$ cat src/hdl/mrf_pkg.sv
`default_nettype none

package mrf_pkg;

  localparam int unsigned ByteW      = 8;
  localparam int unsigned RegAddrW   = 16;
  localparam int unsigned CrcW       = 16;
  localparam int unsigned FrameBytes = 8;
  localparam int unsigned PosW       = $clog2(FrameBytes);

  localparam logic [CrcW-1:0] CrcInit = 16'hFFFF;
  localparam logic [CrcW-1:0] CrcPoly = 16'hA001;

  // Position of a word within the eight-byte frame.
  typedef enum logic [PosW-1:0] {
    PosAddr  = 3'd0,
    PosFunc  = 3'd1,
    PosRegHi = 3'd2,
    PosRegLo = 3'd3,
    PosValHi = 3'd4,
    PosValLo = 3'd5,
    PosCrcLo = 3'd6,
    PosCrcHi = 3'd7
  } pos_e;

  typedef struct packed {
    logic [ByteW-1:0]    server_addr;
    logic [ByteW-1:0]    function_code;
    logic [RegAddrW-1:0] reg_addr;
    logic [ByteW-1:0]    value_high;
    logic [ByteW-1:0]    value_low;
  } req_t;

  // Reflected CRC-16 update over one byte, least significant bit first.
  function automatic logic [CrcW-1:0] crc_update(input logic [CrcW-1:0] crc_in,
                                                 input logic [ByteW-1:0] data);
    logic [CrcW-1:0] crc;
    crc = crc_in ^ {{(CrcW-ByteW){1'b0}}, data};
    for (int unsigned b = 0; b < ByteW; b++) begin
      if (crc[0]) begin
        crc = (crc >> 1) ^ CrcPoly;
      end else begin
        crc = crc >> 1;
      end
    end
    return crc;
  endfunction

endpackage

`default_nettype wire

$ cat src/hdl/mrf_if.sv
`default_nettype none

interface mrf_req_if;
  import mrf_pkg::*;

  logic                valid;
  logic                ready;
  logic [ByteW-1:0]    server_addr;
  logic [ByteW-1:0]    function_code;
  logic [RegAddrW-1:0] reg_addr;
  logic [ByteW-1:0]    value_high;
  logic [ByteW-1:0]    value_low;

  modport source (
    output valid, server_addr, function_code, reg_addr, value_high, value_low,
    input  ready
  );

  modport sink (
    input  valid, server_addr, function_code, reg_addr, value_high, value_low,
    output ready
  );
endinterface

interface mrf_byte_if;
  import mrf_pkg::*;

  logic             valid;
  logic             ready;
  logic [ByteW-1:0] tx_byte;
  logic             last_byte;

  modport source (
    output valid, tx_byte, last_byte,
    input  ready
  );

  modport sink (
    input  valid, tx_byte, last_byte,
    output ready
  );
endinterface

`default_nettype wire

$ cat src/hdl/mrf_serializer.sv
`default_nettype none

module mrf_serializer
  import mrf_pkg::*;
(
  input  wire          clk_i,
  input  wire          rst_ni,
  mrf_req_if.sink      req_i,
  mrf_byte_if.source   byte_o
);

  logic            busy_q, busy_d;
  pos_e            pos_q, pos_d;
  logic [CrcW-1:0] crc_q, crc_d;
  req_t            req_q, req_d;
  logic            req_fire;
  logic            byte_fire;
  logic            at_last;
  logic [ByteW-1:0] cur_byte;

  assign at_last   = (pos_q == PosCrcHi);
  assign byte_fire = byte_o.valid && byte_o.ready;
  assign req_i.ready = !busy_q || (at_last && byte_fire);
  assign req_fire  = req_i.valid && req_i.ready;

  always_comb begin
    case (pos_q)
      PosAddr:  cur_byte = req_q.server_addr;
      PosFunc:  cur_byte = req_q.function_code;
      PosRegHi: cur_byte = req_q.reg_addr[RegAddrW-1 -: ByteW];
      PosRegLo: cur_byte = req_q.reg_addr[ByteW-1:0];
      PosValHi: cur_byte = req_q.value_high;
      PosValLo: cur_byte = req_q.value_low;
      PosCrcLo: cur_byte = crc_q[ByteW-1:0];
      PosCrcHi: cur_byte = crc_q[CrcW-1 -: ByteW];
      default:  cur_byte = '0;
    endcase
  end

  assign byte_o.valid     = busy_q;
  assign byte_o.tx_byte   = cur_byte;
  assign byte_o.last_byte = at_last;

  always_comb begin
    busy_d = busy_q;
    pos_d  = pos_q;
    crc_d  = crc_q;
    req_d  = req_q;
    if (byte_fire) begin
      if (at_last) begin
        busy_d = 1'b0;
      end else begin
        pos_d = pos_e'(pos_q + 1'b1);
      end
      if (pos_q != PosCrcLo && pos_q != PosCrcHi) begin
        crc_d = crc_update(crc_q, cur_byte);
      end
    end
    if (req_fire) begin
      busy_d = 1'b1;
      pos_d  = PosAddr;
      crc_d  = CrcInit;
      req_d  = '{server_addr:   req_i.server_addr,
                 function_code: req_i.function_code,
                 reg_addr:      req_i.reg_addr,
                 value_high:    req_i.value_high,
                 value_low:     req_i.value_low};
    end
  end

  always_ff @(posedge clk_i or negedge rst_ni) begin
    if (!rst_ni) begin
      busy_q <= 1'b0;
      pos_q  <= PosAddr;
    end else begin
      busy_q <= busy_d;
      pos_q  <= pos_d;
    end
  end

  always_ff @(posedge clk_i) begin
    crc_q <= crc_d;
    req_q <= req_d;
  end

`ifndef SYNTHESIS
  a_accept_only_at_end: assert property (@(posedge clk_i) disable iff (!rst_ni)
    (req_fire && busy_q) |-> (at_last && byte_fire))
    else $error("Request taken while a frame was still in progress.");

  a_accept_restarts: assert property (@(posedge clk_i) disable iff (!rst_ni)
    req_fire |=> (busy_q && pos_q == PosAddr && crc_q == CrcInit))
    else $error("Accepted request did not restart the frame.");

  a_position_advances: assert property (@(posedge clk_i) disable iff (!rst_ni)
    (byte_fire && !at_last) |=> (busy_q && pos_q == pos_e'($past(pos_q) + 1'b1)))
    else $error("Frame position did not advance by one word.");
`endif

endmodule

`default_nettype wire

$ cat src/hdl/mrf_out_reg.sv
`default_nettype none

module mrf_out_reg
  import mrf_pkg::*;
(
  input  wire         clk_i,
  input  wire         rst_ni,
  mrf_byte_if.sink    in_i,
  mrf_byte_if.source  out_o
);

  logic             valid_q, valid_d;
  logic [ByteW-1:0] byte_q;
  logic             last_q;
  logic             load;

  assign in_i.ready = !valid_q || out_o.ready;
  assign load       = in_i.valid && in_i.ready;

  always_comb begin
    valid_d = valid_q;
    if (in_i.ready) begin
      valid_d = in_i.valid;
    end
  end

  always_ff @(posedge clk_i or negedge rst_ni) begin
    if (!rst_ni) begin
      valid_q <= 1'b0;
    end else begin
      valid_q <= valid_d;
    end
  end

  always_ff @(posedge clk_i) begin
    if (load) begin
      byte_q <= in_i.tx_byte;
      last_q <= in_i.last_byte;
    end
  end

  assign out_o.valid     = valid_q;
  assign out_o.tx_byte   = byte_q;
  assign out_o.last_byte = last_q;

`ifndef SYNTHESIS
  a_load_sets_valid: assert property (@(posedge clk_i) disable iff (!rst_ni)
    load |=> valid_q)
    else $error("Loaded word not presented at the output.");

  a_stall_blocks_input: assert property (@(posedge clk_i) disable iff (!rst_ni)
    (valid_q && !out_o.ready) |-> !in_i.ready)
    else $error("Input accepted while the output word was stalled.");

  a_drain_clears: assert property (@(posedge clk_i) disable iff (!rst_ni)
    (valid_q && out_o.ready && !in_i.valid) |=> !valid_q)
    else $error("Output word repeated after it was taken.");
`endif

endmodule

`default_nettype wire

$ cat src/hdl/modbus_rtu_request_framer.sv
`default_nettype none

// Builds an eight-byte Modbus RTU request from one request word and sends it one byte
// per cycle while the output is not stalled: server address, function code, register
// address high and low, value high and low, then the CRC-16/MODBUS low byte and high
// byte, with last_byte set on the final byte. The CRC is updated with each body byte as
// it leaves, and a new request is taken in the same cycle its predecessor's last byte
// moves into the output register, so frames can follow back to back. The output
// register lets the framer take the next request while the final byte still waits
// downstream.

module modbus_rtu_request_framer
  import mrf_pkg::*;
(
  input  wire         clk_i,
  input  wire         rst_ni,
  mrf_req_if.sink     req_i,
  mrf_byte_if.source  tx_o
);

  mrf_byte_if ser_byte ();

  mrf_serializer u_ser (
    .clk_i  (clk_i),
    .rst_ni (rst_ni),
    .req_i  (req_i),
    .byte_o (ser_byte)
  );

  mrf_out_reg u_out (
    .clk_i  (clk_i),
    .rst_ni (rst_ni),
    .in_i   (ser_byte),
    .out_o  (tx_o)
  );

endmodule

`default_nettype wire
$ cat src/flat_wrapper.sv
// flat-port wrapper written by rule: the top's interface ports become plain ports
module modbus_rtu_request_framer_flat import mrf_pkg::*;
  (clk_i, rst_ni, req_i_valid, req_i_server_addr, req_i_function_code, req_i_reg_addr, req_i_value_high, req_i_value_low, req_i_ready, tx_o_valid, tx_o_tx_byte, tx_o_last_byte, tx_o_ready);
  mrf_req_if req_i_i ();
  mrf_byte_if tx_o_i ();
  input  wire clk_i;
  input  wire rst_ni;
  input wire logic [$bits(req_i_i.valid)-1:0] req_i_valid;
  input wire logic [$bits(req_i_i.server_addr)-1:0] req_i_server_addr;
  input wire logic [$bits(req_i_i.function_code)-1:0] req_i_function_code;
  input wire logic [$bits(req_i_i.reg_addr)-1:0] req_i_reg_addr;
  input wire logic [$bits(req_i_i.value_high)-1:0] req_i_value_high;
  input wire logic [$bits(req_i_i.value_low)-1:0] req_i_value_low;
  output wire logic [$bits(req_i_i.ready)-1:0] req_i_ready;
  output wire logic [$bits(tx_o_i.valid)-1:0] tx_o_valid;
  output wire logic [$bits(tx_o_i.tx_byte)-1:0] tx_o_tx_byte;
  output wire logic [$bits(tx_o_i.last_byte)-1:0] tx_o_last_byte;
  input wire logic [$bits(tx_o_i.ready)-1:0] tx_o_ready;
  assign req_i_i.valid = req_i_valid;
  assign req_i_i.server_addr = req_i_server_addr;
  assign req_i_i.function_code = req_i_function_code;
  assign req_i_i.reg_addr = req_i_reg_addr;
  assign req_i_i.value_high = req_i_value_high;
  assign req_i_i.value_low = req_i_value_low;
  assign req_i_ready = req_i_i.ready;
  assign tx_o_valid = tx_o_i.valid;
  assign tx_o_tx_byte = tx_o_i.tx_byte;
  assign tx_o_last_byte = tx_o_i.last_byte;
  assign tx_o_i.ready = tx_o_ready;
  modbus_rtu_request_framer u_core (.clk_i(clk_i), .rst_ni(rst_ni), .req_i(req_i_i), .tx_o(tx_o_i));
endmodule
$ cat config.mk
export PLATFORM = sky130hd
export DESIGN_NAME = modbus_rtu_request_framer_flat
export DESIGN_NICKNAME = d
export VERILOG_FILES = /design/src/hdl/mrf_pkg.sv /design/src/hdl/mrf_if.sv /design/src/hdl/mrf_serializer.sv /design/src/hdl/mrf_out_reg.sv /design/src/hdl/modbus_rtu_request_framer.sv /design/src/flat_wrapper.sv
export SDC_FILE = /design/constraint.sdc
export NUM_CORES = 1
export LEC_CHECK = 0
export BUFFER_PORTS_ARGS = -buffer_cell sky130_fd_sc_hd__buf_4
export CORE_MARGIN = 2
export CORE_UTILIZATION = 40
export DETAILED_ROUTE_END_ITERATION = 10
export PLACE_DENSITY = 0.72
export SYNTH_ARGS = -nofsm -noshare
export SYNTH_HDL_FRONTEND = slang
export SYNTH_SLANG_ARGS = --single-unit
$ cat constraint.sdc
create_clock -name clk_i -period 7.39 [get_ports clk_i]
set_input_delay 0.739 -clock clk_i [delete_from_list [all_inputs] [get_ports clk_i]]
set_output_delay 0.739 -clock clk_i [all_outputs]
set_load 0.01 [all_outputs]
# ---- Word level (Yosys, flattened, before mapping)
# Index checks and enable logic that the tools add are counted.
dict set report totals {
  regBits 78
  input_bits 52
  output_inout_bits 11
  elab_cells 74
}
dict set report classes {
  addsub 1
  n_eq_ne 10
  muxes 29
  bitwise_logic 9
  n_reduce_logical 14
}
# operator n
set op_table {}
lappend op_table {{$mux 16} 22}
lappend op_table {{$pmux 8 s8} 1}
lappend op_table {{$not 2->3} 8}
lappend op_table {{$xor 16x8->16} 1}
lappend op_table {{$eq 3x3->1 const B} 4}
lappend op_table {{$mux 3} 3}
lappend op_table {{$eq 3x2->1 const B} 2}
lappend op_table {{$ne 3x3->1 const B} 2}
lappend op_table {{$reduce_and 2->1} 3}
lappend op_table {{$logic_and 1x1->1} 4}
lappend op_table {{$reduce_bool 2->1} 2}
lappend op_table {{$add 3x1->3 const B} 1}
lappend op_table {{$eq 3x1->1 const B} 1}
lappend op_table {{$logic_not 3->1} 1}
lappend op_table {{$mux 1} 3}
lappend op_table {{$logic_not 1->1} 2}
lappend op_table {{$logic_or 1x1->1} 2}
lappend op_table {{$ne 2x1->1 const B} 1}

# ---- Depth between registers and ports, before layout
dict set report depth {
  depth_word 33
  ltp_mapped 14
  ltp_nobuf 10
}

# ---- Cells and area by module
# From an unflattened synthesis, not the netlist that was laid out.
dict set report unflattened {
  hier_cells 252
  area_unflattened_um2 3445.8
}
# mod instances cells_each area_per_inst_um2
set modules_own_cells {}
lappend modules_own_cells {mrf_serializer 1 239 3121.7}
lappend modules_own_cells {mrf_out_reg 1 13 324.1}

# ---- Least setup slack after synthesis
# OpenSTA, ideal clock, no wires.
dict set report synth_path {
  path_kind {register -> register}
  start {register u_core.u_ser.pos_q[2]}
  end {register u_core.u_ser.crc_q[0]}
  setup_ns 0.071
  t_arrival_ns 3.802
  required_ns 7.319
  slack_ns 3.517
  path_stages_with_launch 15
  path_cell_list {dfrtp_1 > clkbuf_1 > clkbuf_1 > inv_1 > ha_1 > buf_2 > or4_4 > or2_0 > buf_2 > a31oi_4 > xnor2_1 > xor2_1 > xnor3_2 > xnor3_1 > o21ai_1}
}
dict set report synth_between {
  elab_chain_cells 26
  elab_cells_between_ends 46
}
# element line
set synth_rtl {}
lappend synth_rtl {{start, declared} mrf_serializer.sv:13} ;# pos_e pos_q, pos_d;
lappend synth_rtl {{start signal, assigned} mrf_serializer.sv:74} ;# pos_q <= PosAddr;
lappend synth_rtl {{start signal, assigned} mrf_serializer.sv:77} ;# pos_q <= pos_d;
lappend synth_rtl {{$eq 3x3->1 (tied with other cells)} mrf_serializer.sv:27} ;# case (pos_q)
lappend synth_rtl {{$pmux 8 s8 *} mrf_serializer.sv:27}
lappend synth_rtl {{named net u_core.ser_byte.tx_byte[1]} mrf_if.sv:30} ;# logic [ByteW-1:0] tx_byte;
lappend synth_rtl {{$xor 16x8->16 *} mrf_pkg.sv:38} ;# crc = crc_in ^ {{(CrcW-ByteW){1'b0}}, data};
lappend synth_rtl {{$not 2->3 (no source line)} n/a}
lappend synth_rtl {{$mux 16 *} mrf_pkg.sv:40} ;# if (crc[0]) begin
lappend synth_rtl {{$mux 16 *} mrf_serializer.sv:55} ;# if (pos_q != PosCrcLo && pos_q != PosCrcHi) begin
lappend synth_rtl {{$mux 16 *} mrf_serializer.sv:49} ;# if (byte_fire) begin
lappend synth_rtl {{(+11 left out)} n/a}
lappend synth_rtl {{$mux 16 *} mrf_serializer.sv:49}
lappend synth_rtl {{$mux 16 *} mrf_pkg.sv:40}
lappend synth_rtl {{$mux 16 *} mrf_serializer.sv:55}
lappend synth_rtl {{$mux 16 *} mrf_serializer.sv:49}
lappend synth_rtl {{$mux 16 *} mrf_pkg.sv:40}
lappend synth_rtl {{$mux 16 *} mrf_serializer.sv:55}
lappend synth_rtl {{$mux 16 *} mrf_serializer.sv:49}
lappend synth_rtl {{$mux 16 *} mrf_pkg.sv:40}
lappend synth_rtl {{end signal, assigned} mrf_serializer.sv:82} ;# crc_q <= crc_d;
lappend synth_rtl {{end, declared} mrf_serializer.sv:14} ;# logic [CrcW-1:0] crc_q, crc_d;
# Mark *: on every way through the listed nets, which the timed path passes. The rest lies on a longest branch. The select of a mux whose other input is x is not followed.
# A chain may end at the register's enable or synchronous reset.

# ---- Worst setup path after layout
dict set report layout_path {
  start {register u_core.u_ser.pos_q[2]}
  end {register u_core.u_ser.crc_q[0]}
}
dict set report layout_between {
  elab_cells_between_ends 46
}
# element line
set layout_rtl {}
lappend layout_rtl {{$eq 3x3->1 (tied with other cells)} mrf_serializer.sv:27}
lappend layout_rtl {{$pmux 8 s8 *} mrf_serializer.sv:27}
lappend layout_rtl {{named net u_core.ser_byte.tx_byte[0]} mrf_if.sv:30}
lappend layout_rtl {{$xor 16x8->16 *} mrf_pkg.sv:38}
lappend layout_rtl {{$mux 16 *} mrf_pkg.sv:40}
lappend layout_rtl {{$mux 16 *} mrf_serializer.sv:55}
lappend layout_rtl {{$mux 16 *} mrf_serializer.sv:49}
lappend layout_rtl {{$mux 16 *} mrf_pkg.sv:40}
lappend layout_rtl {{(+10 left out)} n/a}
lappend layout_rtl {{$mux 16 *} mrf_serializer.sv:49}
lappend layout_rtl {{$mux 16 *} mrf_pkg.sv:40}
lappend layout_rtl {{$mux 16 *} mrf_serializer.sv:55}
lappend layout_rtl {{$mux 16 *} mrf_serializer.sv:49}
lappend layout_rtl {{$mux 16 *} mrf_pkg.sv:40}
lappend layout_rtl {{$mux 16 *} mrf_serializer.sv:55}
lappend layout_rtl {{$mux 16 *} mrf_serializer.sv:49}
lappend layout_rtl {{$mux 16 *} mrf_pkg.sv:40}
# Marks and branches as above.

==> flow_metrics.env <==
export IMPL_grt_max_degree=55
export IMPL_ys_top_cells_by_count="57 x edfxtp_1, 31 x nand2_1, 18 x xnor2_1"
export IMPL_worstMarginPinSlew_ns=1.084
export IMPL_skew_ns=0.005611
export IMPL_drv_slew=0
export IMPL_vdd_drop_max_v=0.0004254
export IMPL_syn_area_um2=3281
export IMPL_synth_top_area_share_pct=52.17
export IMPL_synth_nets=299
export IMPL_wl_per_cell_um=16.73
export IMPL_portBuffers=62
export IMPL_core_um2=8093
export IMPL_use_met2_pct=27.14
export IMPL_synth_seq_area_share_pct=65.75
export IMPL_critPathMaxFanout=26
export IMPL_hold_buffers=0
export IMPL_worst_setup_path_type="reg -> reg"
export IMPL_powerDensity_nw_per_um2=612.5
export IMPL_cts_tree="done"
export IMPL_clockRootBuffer="clkbuf_8"
export IMPL_cts_resized=0
export IMPL_vias=2180
export IMPL_drc=0
export IMPL_cts_reportedPaths_clkPinSlew_ns=0.08
export IMPL_clk_latency_ns=0.35
export IMPL_synthMostInstantiatedCell="edfxtp_1"
export IMPL_route_antenna_remaining_nets=0
export IMPL_fillers=741
export IMPL_fin_nets=360
export IMPL_cts_buffers=9
export IMPL_dr_first_iter_drc_count=182
export IMPL_crit_arrival_ns=4.53
export IMPL_power_mw=2.462
export IMPL_multiInputGateArea_um2=1057
export IMPL_maxSlewHeadroom_pct=27.72
export IMPL_diodes=0
export IMPL_ys_seq_elements=78
export IMPL_hold_violations=0
export IMPL_dieHeight_um=94.56
export IMPL_vias_per_cell=5.291
export IMPL_die_x_um=94.56
export IMPL_setup_tns_ns=0
export IMPL_grt_pass1_wl_um=10750
export IMPL_start_util_pct=40.54
export IMPL_synth_area_leaders="edfxtp_1 52%, dfxtp_1 9.8%, xnor2_1 4.8%"
export IMPL_grt_busiest_layer="met2"
export IMPL_antenna_found_initial=0
export IMPL_grt_overflow=0
export IMPL_dp_hpwl_um=4703
export IMPL_finalCritPeriodShare_pct=57.64
export IMPL_ios=63
export IMPL_cts_setup_buffers=0
export IMPL_synth_async_reset_ratio_pct=6.410
export IMPL_synth_flop_cell="edfxtp_1"
export IMPL_cp_start_kind="flip-flop"
export IMPL_max_freq_ghz=0.2347
export IMPL_period_needed_ns=4.260
export IMPL_clk_path_buf_depth=2
export IMPL_max_cap_violations=0
export IMPL_area_growth_pct=22.54
export IMPL_avgSynthCellArea_um2=13.61
export IMPL_rows=33
export IMPL_ff2ff_setup_slack_ns=3.13
export IMPL_synth_edf_count=57
export IMPL_use_met3_pct=3.432
export IMPL_yosysUniqueCellTypes=40
export IMPL_grt_pass1_vias=2188
export IMPL_drive_gt1_share_pct=27.36
export IMPL_dpl_cell_count=396
export IMPL_grt_usage_pct=16.34
export IMPL_setup_viol=0
export IMPL_finalWirelength_um=6893
export IMPL_cp_end_kind="flip-flop"
export IMPL_yosysWarningCount=0
export IMPL_cellLeakagePower_nw=1.539
export IMPL_min_path_type="in -> async"
export IMPL_finalNonFillerCells=412
export IMPL_met1_usage_pct=20.72
export IMPL_firstDrtPassIters=5
export IMPL_critPathRequiredTime_ns=7.66
export IMPL_die_area_um2=8942
export IMPL_synth_top_cell_by_area="edfxtp_1"
export IMPL_rsz0062_at_grt="no"
export IMPL_cts_htree_levels=3
export IMPL_outcome="complete, no violations"
export IMPL_register_area_um2=2157
export IMPL_postSynthCellCount=241
export IMPL_cts_sinks=78
export IMPL_gp_congestion=0.8308
## critical path, cell delays in order (launching register included)
cell and delay (ns):
dfrtp_1 0.94, inv_1 0.11, ha_1 0.37, or4_4 0.62
or2_0 0.46, a31oi_4 0.26, xnor2_1 0.19, xor2_1 0.26
xnor3_2 0.51, xnor3_1 0.34, o21ai_1 0.12
## cell usage in the layout, fill, tap and decap left out, types with 2 or more instances in the layout
cell type,n
nor2b_1,2
clkinvlp_4,3
a22oi_1,4
dfrtp_1,5
xnor2_1,18
a222oi_1,4
o211ai_1,8
nand2_1,31
nand2b_1,3
nor2_1,9
a22o_1,7
edfxtp_1,57
o31a_1,2
a21oi_1,9
or3_1,2
nor3_1,4
dfxtp_1,16
a31oi_1,4
inv_1,4
a221oi_1,3
and2_1,2
ha_1,6
xor2_1,2
and3_1,2
a31oi_4,2
buf_4,62
clkinv_2,2
mux2_2,2
nand3_1,7
clkbuf_8,9
mux2_1,3
## final cells by class
cell class | instances | share of cell area (%)
sequential | 78 | 53.66
multi-input combinational | 146 | 26.30
timing repair buffer | 62 | 11.58
tap | 105 | 3.268
clock buffer | 10 | 3.175
clock inverter | 6 | 1.556
inverter | 5 | 0.4669
## where the power goes
part / leakage [nW] / internal, mW / switching, mW
Combinational: 0.739 / 0.759 / 0.678
Sequential: 0.712 / 0.626 / 0.0940
Clock: 0.0883 / 0.155 / 0.151
Total: 1.54 / 1.54 / 0.923
## registers in the layout, indices dropped and copies added, names as in the netlist
name	cells
u_core.u_ser.pos_q	3
u_core.u_out.out_o.valid	1
u_core.u_ser.crc_q	16
u_core.u_ser.req_q	48
u_core.u_ser.byte_o.valid	1
u_core.u_out.out_o.last_byte	1
u_core.u_out.out_o.tx_byte	8
## cell families (layout without fill, tap and decap cells)
group | count (synthesis) | count (layout) | synth area share (%)
DFF | 78 | 78 | 65.75
and+or+nand+nor | 64 | 64 | 8.886
AOI/OAI and AO/OA | 47 | 47 | 11.56
xor gates and xnor gates | 23 | 23 | 7.475
buffers and inverters | 17 | 83 | 2.021
adders and majority gates | 6 | 6 | 2.288
muxes | 6 | 6 | 2.021
## worst paths after layout
kind / start / endpoint / cells past startpoint
worst max-delay path: u_core.u_ser.pos_q[2] / u_core.u_ser.crc_q[0] / 10
worst min-delay path: rst_ni / u_core.u_out.out_o.valid / 1
worst max register to register: u_core.u_ser.pos_q[2] / u_core.u_ser.crc_q[0] / 10
worst min register to register: u_core.u_ser.byte_o.valid / u_core.u_out.out_o.valid / 1
max in group asynchronous: rst_ni / u_core.u_ser.pos_q[1] / 1
min in group clk_i: u_core.u_ser.byte_o.valid / u_core.u_out.out_o.valid / 1
## metrics by stage
step	hold WS [ns]	setup WS (ns)	area, um^2	util (%)
2_1_floorplan	0.4434	3.517	3281	-
3_3_place_gp	0.4658	3.316	3830	47.33
3_5_place_dp	0.4798	3.196	3830	47.33
4_1_cts	0.1699	3.145	4020	49.68
5_1_grt	0.1657	2.866	4020	49.68
6_report	0.1776	3.130	4020	49.68
## routing by layer
layer | routed length (um) | share of wire [%]
met1 | 2954 | 43
met2 | 3391 | 49
met3 | 450 | 6.5
met4 | 97 | 1.4
met5 | 0 | 0
No activity file was read; power rests on OpenSTA's default activity.
